## config.mk

```make
export PLATFORM = sky130hd
export DESIGN_NAME = msconv_seq
export DESIGN_NICKNAME = d
export VERILOG_FILES = /design/src/msconv_pkg.sv /design/src/msconv_seq.sv
export SDC_FILE = /design/constraint.sdc
export NUM_CORES = 1
export LEC_CHECK = 0
export ABC_AREA = 1
export CORE_MARGIN = 1.5
export CORE_UTILIZATION = 40
export CTS_BUF_LIST = sky130_fd_sc_hd__clkbuf_16
export CTS_CLUSTER_DIAMETER = 50
export CTS_CLUSTER_SIZE = 25
export DETAILED_ROUTE_END_ITERATION = 10
export DONT_BUFFER_PORTS = 1
export RECOVER_POWER = 50
export SETUP_SLACK_MARGIN = 0.2
export SYNTH_ARGS = -nofsm -noshare
export SYNTH_HDL_FRONTEND = slang
export SYNTH_SLANG_ARGS = --single-unit
```

## constraint.sdc

```tcl
create_clock -name clk -period 6.14 [get_ports clk]
set_input_delay 1.842 -clock clk [delete_from_list [all_inputs] [get_ports clk]]
set_output_delay 1.842 -clock clk [all_outputs]
set_load 0.05 [all_outputs]
```

## src/msconv_pkg.sv

```systemverilog
// Shared types and constants for the multichannel strided convolution block.
// Depends on nothing; the other design files except msconv_ram refer to it by scoped names.
`default_nettype none
package msconv_pkg;

  localparam int MAX_DIM      = 32;
  localparam int MAX_K        = 8;
  localparam int MAX_CHANNELS = 16;

  localparam int DIM_W   = $clog2(MAX_DIM);
  localparam int KIDX_W  = $clog2(MAX_K);
  localparam int WADDR_W = 2 * KIDX_W;
  localparam int SADDR_W = 2 * DIM_W;
  localparam int CH_W    = $clog2(MAX_CHANNELS);
  localparam int SUM_W   = 40;
  localparam int SAMPLE_W = 16;
  localparam int PROD_W  = 2 * SAMPLE_W;
  localparam int CFG_W   = 6;
  localparam int CFG_IDX_W = 3;

  // Configuration register indexes.
  localparam logic [CFG_IDX_W-1:0] CFG_KERNEL_SIZE   = 3'd0;
  localparam logic [CFG_IDX_W-1:0] CFG_STRIDE        = 3'd1;
  localparam logic [CFG_IDX_W-1:0] CFG_MAP_HEIGHT    = 3'd2;
  localparam logic [CFG_IDX_W-1:0] CFG_MAP_WIDTH     = 3'd3;
  localparam logic [CFG_IDX_W-1:0] CFG_CHANNEL_COUNT = 3'd4;

  // Input opcodes.
  localparam logic OP_WEIGHT = 1'b0;
  localparam logic OP_PIXEL  = 1'b1;

  typedef struct packed {
    logic               opcode;
    logic [2:0]         weight_row;
    logic [2:0]         weight_col;
    logic signed [15:0] sample;
  } in_t;

  typedef struct packed {
    logic signed [39:0] sum;
    logic [4:0]         out_row;
    logic [4:0]         out_col;
    logic               last;
  } out_t;

  // Configuration after saturation into the legal ranges.
  typedef struct packed {
    logic [3:0] k;
    logic [3:0] s;
    logic [5:0] h;
    logic [5:0] w;
    logic [4:0] c;
  } cfg_t;

  // One accumulator update issued by the sequencer.
  typedef struct packed {
    logic                       valid;
    logic                       emit;
    logic                       last;
    logic [DIM_W-1:0]           row;
    logic [DIM_W-1:0]           col;
    logic [SADDR_W-1:0]         saddr;
    logic [WADDR_W-1:0]         waddr;
    logic signed [SAMPLE_W-1:0] px;
  } upd_t;

  // Clearing pass over the accumulator store.
  typedef struct packed {
    logic               active;
    logic [SADDR_W-1:0] addr;
  } clr_t;

endpackage
`default_nettype wire

```

## src/msconv_seq.sv

```systemverilog
// Sequencer: pixel position counters, the walk over the windows holding a
// pixel, and the clearing pass. Depends on msconv_pkg.
`default_nettype none
module msconv_seq (
  input  wire logic                  clk,
  input  wire logic                  rst,
  input  wire msconv_pkg::cfg_t      cfg,
  input  wire logic                  restart,
  input  wire logic                  start,
  input  wire logic signed [15:0]    px,
  input  wire logic                  pipe_busy,
  output logic                       ready,
  output msconv_pkg::upd_t           upd,
  output msconv_pkg::clr_t           clr
);

  typedef enum logic [2:0] {
    ST_IDLE  = 3'b001,
    ST_SWEEP = 3'b010,
    ST_CLEAR = 3'b100
  } seq_state_t;

  seq_state_t state;
  logic [4:0] pos_r, pos_c, row_div, col_div;
  logic [3:0] row_mod, col_mod, chan;
  logic [4:0] cur_r, cur_c, di, dj, wi, wj, col_div0;
  logic [3:0] col_mod0;
  logic       last_ch;
  logic signed [15:0] px_r;
  logic [msconv_pkg::SADDR_W-1:0] clr_addr;

  logic [4:0] k5, s5, r0, c0, di_n, dj_n;
  logic       in_k, row_ok, col_ok, last_r, last_c, row_end, sweep_end;

  // Geometry of the current update.
  always_comb begin
    k5 = {1'b0, cfg.k};
    s5 = {1'b0, cfg.s};
    r0 = cur_r - di;
    c0 = cur_c - dj;
    in_k = (di < k5) && (dj < k5);
    row_ok = ({2'b0, r0} + {3'b0, cfg.k}) <= {1'b0, cfg.h};
    col_ok = ({2'b0, c0} + {3'b0, cfg.k}) <= {1'b0, cfg.w};
    last_r = ({2'b0, r0} + {3'b0, cfg.s} + {3'b0, cfg.k}) > {1'b0, cfg.h};
    last_c = ({2'b0, c0} + {3'b0, cfg.s} + {3'b0, cfg.k}) > {1'b0, cfg.w};
    di_n = di + s5;
    dj_n = dj + s5;
    row_end = (dj_n >= k5) || (wj == 5'd0);
    sweep_end = (di_n >= k5) || (wi == 5'd0);
  end

  // Update and clearing pass issued to the datapath, and the ready flag.
  always_comb begin
    upd.valid = (state == ST_SWEEP) && in_k && row_ok && col_ok;
    upd.emit  = upd.valid && last_ch && (di == k5 - 5'd1) && (dj == k5 - 5'd1);
    upd.last  = last_r && last_c;
    upd.row   = wi;
    upd.col   = wj;
    upd.saddr = {wi, wj};
    upd.waddr = {di[msconv_pkg::KIDX_W-1:0], dj[msconv_pkg::KIDX_W-1:0]};
    upd.px    = px_r;
    clr.active = (state == ST_CLEAR);
    clr.addr   = clr_addr;
    ready      = (state == ST_IDLE) && !pipe_busy;
  end

  // Control state, position counters and the walk.
  always_ff @(posedge clk) begin
    if (rst || restart) begin
      state <= ST_CLEAR;
      clr_addr <= '0;
      pos_r <= '0;
      pos_c <= '0;
      row_mod <= '0;
      col_mod <= '0;
      row_div <= '0;
      col_div <= '0;
      chan <= '0;
    end else begin
      unique case (state)
        ST_CLEAR: begin
          clr_addr <= clr_addr + {{(msconv_pkg::SADDR_W-1){1'b0}}, 1'b1};
          if (&clr_addr) begin
            state <= ST_IDLE;
          end
        end
        ST_IDLE: begin
          if (start) begin
            state <= ST_SWEEP;
            cur_r <= pos_r;
            cur_c <= pos_c;
            di <= {1'b0, row_mod};
            dj <= {1'b0, col_mod};
            wi <= row_div;
            wj <= col_div;
            col_mod0 <= col_mod;
            col_div0 <= col_div;
            last_ch <= ({1'b0, chan} + 5'd1) >= cfg.c;
            px_r <= px;
            // Advance the raster position.
            if (({1'b0, pos_c} + 6'd1) >= cfg.w) begin
              pos_c <= '0;
              col_mod <= '0;
              col_div <= '0;
              if (({1'b0, pos_r} + 6'd1) >= cfg.h) begin
                pos_r <= '0;
                row_mod <= '0;
                row_div <= '0;
                chan <= (({1'b0, chan} + 5'd1) >= cfg.c) ? 4'd0 : chan + 4'd1;
              end else begin
                pos_r <= pos_r + 5'd1;
                if ((row_mod + 4'd1) >= cfg.s) begin
                  row_mod <= '0;
                  row_div <= row_div + 5'd1;
                end else begin
                  row_mod <= row_mod + 4'd1;
                end
              end
            end else begin
              pos_c <= pos_c + 5'd1;
              if ((col_mod + 4'd1) >= cfg.s) begin
                col_mod <= '0;
                col_div <= col_div + 5'd1;
              end else begin
                col_mod <= col_mod + 4'd1;
              end
            end
          end
        end
        ST_SWEEP: begin
          if (!row_end) begin
            dj <= dj_n;
            wj <= wj - 5'd1;
          end else if (sweep_end) begin
            state <= ST_IDLE;
          end else begin
            di <= di_n;
            wi <= wi - 5'd1;
            dj <= {1'b0, col_mod0};
            wj <= col_div0;
          end
        end
        default: state <= ST_IDLE;
      endcase
    end
  end

endmodule
`default_nettype wire

```

==> metrics <==
outcome=finished, violations left; failing checks=negative setup slack; Seq cells post-synth=101; worst-margin pin slew=1.25 ns; final setup fails=1; EDFF count, synth=56; final hold violation count=0; max reg flops=16; RD Place Congestion=0.828; Avg Cell Area, Syn=8.53 µm²; Worst EP required=4.30 ns; DRC errors left=0; Highest Clock Rate=159 MHz; Slowest-stage cell, CP=fa_1; final slew viol count=0; largest net degree at the start of global routing=37; 1st-iter DRT viols=263; Reg clk slew, reported paths=0.07 ns; crit path from=cfg[22]; yosys warns=0; H-tree Lvls=3; Final Cell Area=0.00820 mm²; # IOs=103; clock share of power=38.3%; Core ar.=0.0182 mm²; combinational share of power=13.9%; worst setup slack after placement=-0.214 ns; max-cap viol count=0; Yosys cell types=49; Setup TNS=-0.142 ns; via density per instance=4.99; port bufs=0; CP max stage delay=0.55 ns; sw frac=25.2%; Yosys top cell area share=22.4%; Area growth syn-to-layout=9.16%; Die W=140 µm; post-route ant nets=0; Slew HR=16.9%; DR WL/cell=14.9 µm; CTS Sinks=101; total gr overflow=0; Cell Area, Placed=0.00789 mm²; Vias=5639; Rows=49; top cell type by total area after synthesis=edfxtp_1; Final Critical Period=6.28 ns; internal power=1.11 mW; GRT Total Usage=17.6%; sequence of cells on the critical path=clkinvlp_4 -> fa_1 -> inv_1 -> ha_2 -> fa_2 -> xor2_1 -> ha_1 -> nand3_2 -> o211ai_1 -> nand3_1 -> a221oi_4 -> buf_12; final worst slack=-0.142 ns; Nets=1069; Leakage=3.80 nW; Cells after Synth=881; top flop regs=px_r: 16 flops, clr_addr: 10 flops; Critical Path Start Type=input pin; drt pass-1 iters=4; Worst Path Arrival=4.44 ns; sw power=0.375 mW; Worst Min Path Start=pos_c[4]; syn_nets=1054; Initial Util=41.3%; sequential area share after synthesis=34.4%; RSZ-0062 raised after global routing=true; Worst Setup End Kind=output pin; main area contributors after synthesis=edfxtp_1 22%, ha_1 18%, dfxtp_1 12%; final cycle utilization of the critical path=102%; Cell Area, Synth=0.00752 mm²; Die H=140 µm; HP Class=reg -> reg; main flop type after synthesis=edfxtp_1; first-pass GRT wire length=27.5 mm; Cell Pwr Density=181 mW/mm²; maximum vdd drop=0.000153 V; ant diodes=0; total die area=0.0196 mm²; antenna violations before repair=0; Max FO, Critical Path=4; Setup Skew=0.00627 ns; Top reg by flops=px_r; clock root buffer=clkbuf_16; Flop pwr share=47.8%; critical path class=in -> out; Clock Latency Late Sink=0.34 ns; total wire length=16.8 mm; Clock Path Buffers=2; R2R Path Start=dj[0]; share of cells above drive strength 1=8.44%; number of global-route vias before repair=5533; FFs w/ async S/R, synth=0%; post-DP HPWL=13.4 mm; total CTS buffers=9; CTS tree=yes
==> cells by family (layout without fill, tap and decap cells) <==
group,after synthesis,in the layout,synth area share [%]
compound gates,126,126,9.07
xor+xnor,47,47,5.48
fa+ha+maj,127,127,22.7
buf+inv,170,190,9.46
flops,101,101,34.4
other cells,1,1,0.0499
simple gates,309,309,18.8
==> stage by stage <==
step	std cells	util [%]	hold slack, ns	power [mW]
2_1_floorplan	881	-	0.408	0.869
3_5_place_dp	1109	43.4	0.431	0.924
3_3_place_gp	1109	43.4	0.428	0.920
4_1_cts	1129	45.2	0.449	1.50
5_1_grt	1130	45.1	0.462	1.55
6_report	1130	45.1	0.454	1.49
==> worst max-delay path: cells and delay by family <==
kind / cells / cell delay, ns
fa+ha+maj: 4 / 1.40
xor+xnor: 1 / 0.16
buf+inv: 3 / 0.32
compound gates: 2 / 0.47
simple gates: 2 / 0.24
==> synthesized netlist by cell type, types with 4 or more instances <==
library cell    n
nand4_1         9
inv_1         135
o21a_1          4
nand2_1       146
nor2_2          5
edfxtp_1       56
fa_1           16
o21ai_0        38
nor2_1         54
buf_4          16
inv_2           7
ha_1          111
xor2_1         35
a211oi_1        5
nand3_1        65
clkbuf_1        6
a21oi_1        62
dfxtp_1        45
o21ai_1         6
nor3_1         10
xnor2_1        12
==> cells in the final DEF (no fill, tap or decap), drive strengths merged <==
master    Yosys  layout
nand3        66      66
a211oi        5       5
o211ai        2       2
nor3         14      14
and2          1       1
edfxtp       56      56
o21bai        2       2
a31oi         1       1
xor2         35      35
clkbuf        6      17
and3          2       2
o221ai        2       2
a21oi        62      62
a21o          2       2
clkinv        2       3
nand4        11      11
nor2         61      61
clkinvlp      0       6
buf          19      21
ha          111     111
a221oi        1       1
o21a          4       4
fa           16      16
or2           2       2
bufinv        0       1
inv         143     142
nor3b         3       3
xnor2        12      12
o21ai        44      44
nand3b        1       1
o22ai         1       1
nand2       148     148
conb          1       1
dfxtp        45      45
==> worst paths after layout <==
kind / depth (start not counted) / slack, ns / to
setup reg to reg: 11 / 2.39 / di[0]
hold reg to reg: 0 / 0.45 / cur_c[4]
setup / recovery: 12 / -0.14 / upd[42]
hold / removal: 0 / 0.45 / cur_c[4]
==> cell type report <==
class | instances | area, µm²
repair buffers | 29 | 229
inverters | 145 | 556
clock inverters | 7 | 73.8
well taps | 229 | 287
clock buffers | 9 | 225
flip-flops and latches | 101 | 2580
multi-input cells | 610 | 4250
fillers | 1776 | 10000
==> what timing repair did <==
| item | in CTS | in global routing |
|---|---|---|
| buffers inserted | 4 | 1 |
| pin swaps | 9 | 8 |
| setup endpoints to repair | 3 | 3 |
| gates resized for setup | 7 | 5 |
| hold buffers | 0 | 0 |
| gates cloned | 0 | 0 |
| endpoints found under the hold margin | 0 | 0 |
==> power groups by stage <==
| stage | Combinational (mW) | Sequential, mW | Clock [mW] |
|---|---|---|---|
| after global routing | 0.237 | 0.711 | 0.604 |
| after detailed placement | 0.198 | 0.727 | 0 |
| after global placement | 0.194 | 0.727 | 0 |
| after CTS | 0.206 | 0.711 | 0.582 |
| after floorplan | 0.143 | 0.726 | 0 |
| final | 0.206 | 0.711 | 0.570 |
==> metal layers <==
layer / track usage (%) / share of wire, %
met4: 4.04 / 1.5
met5: 0 / 0
met3: 2.50 / 4.5
met1: 22.8 / 46
met2: 31.0 / 48
(Power assumes the default switching activity.)
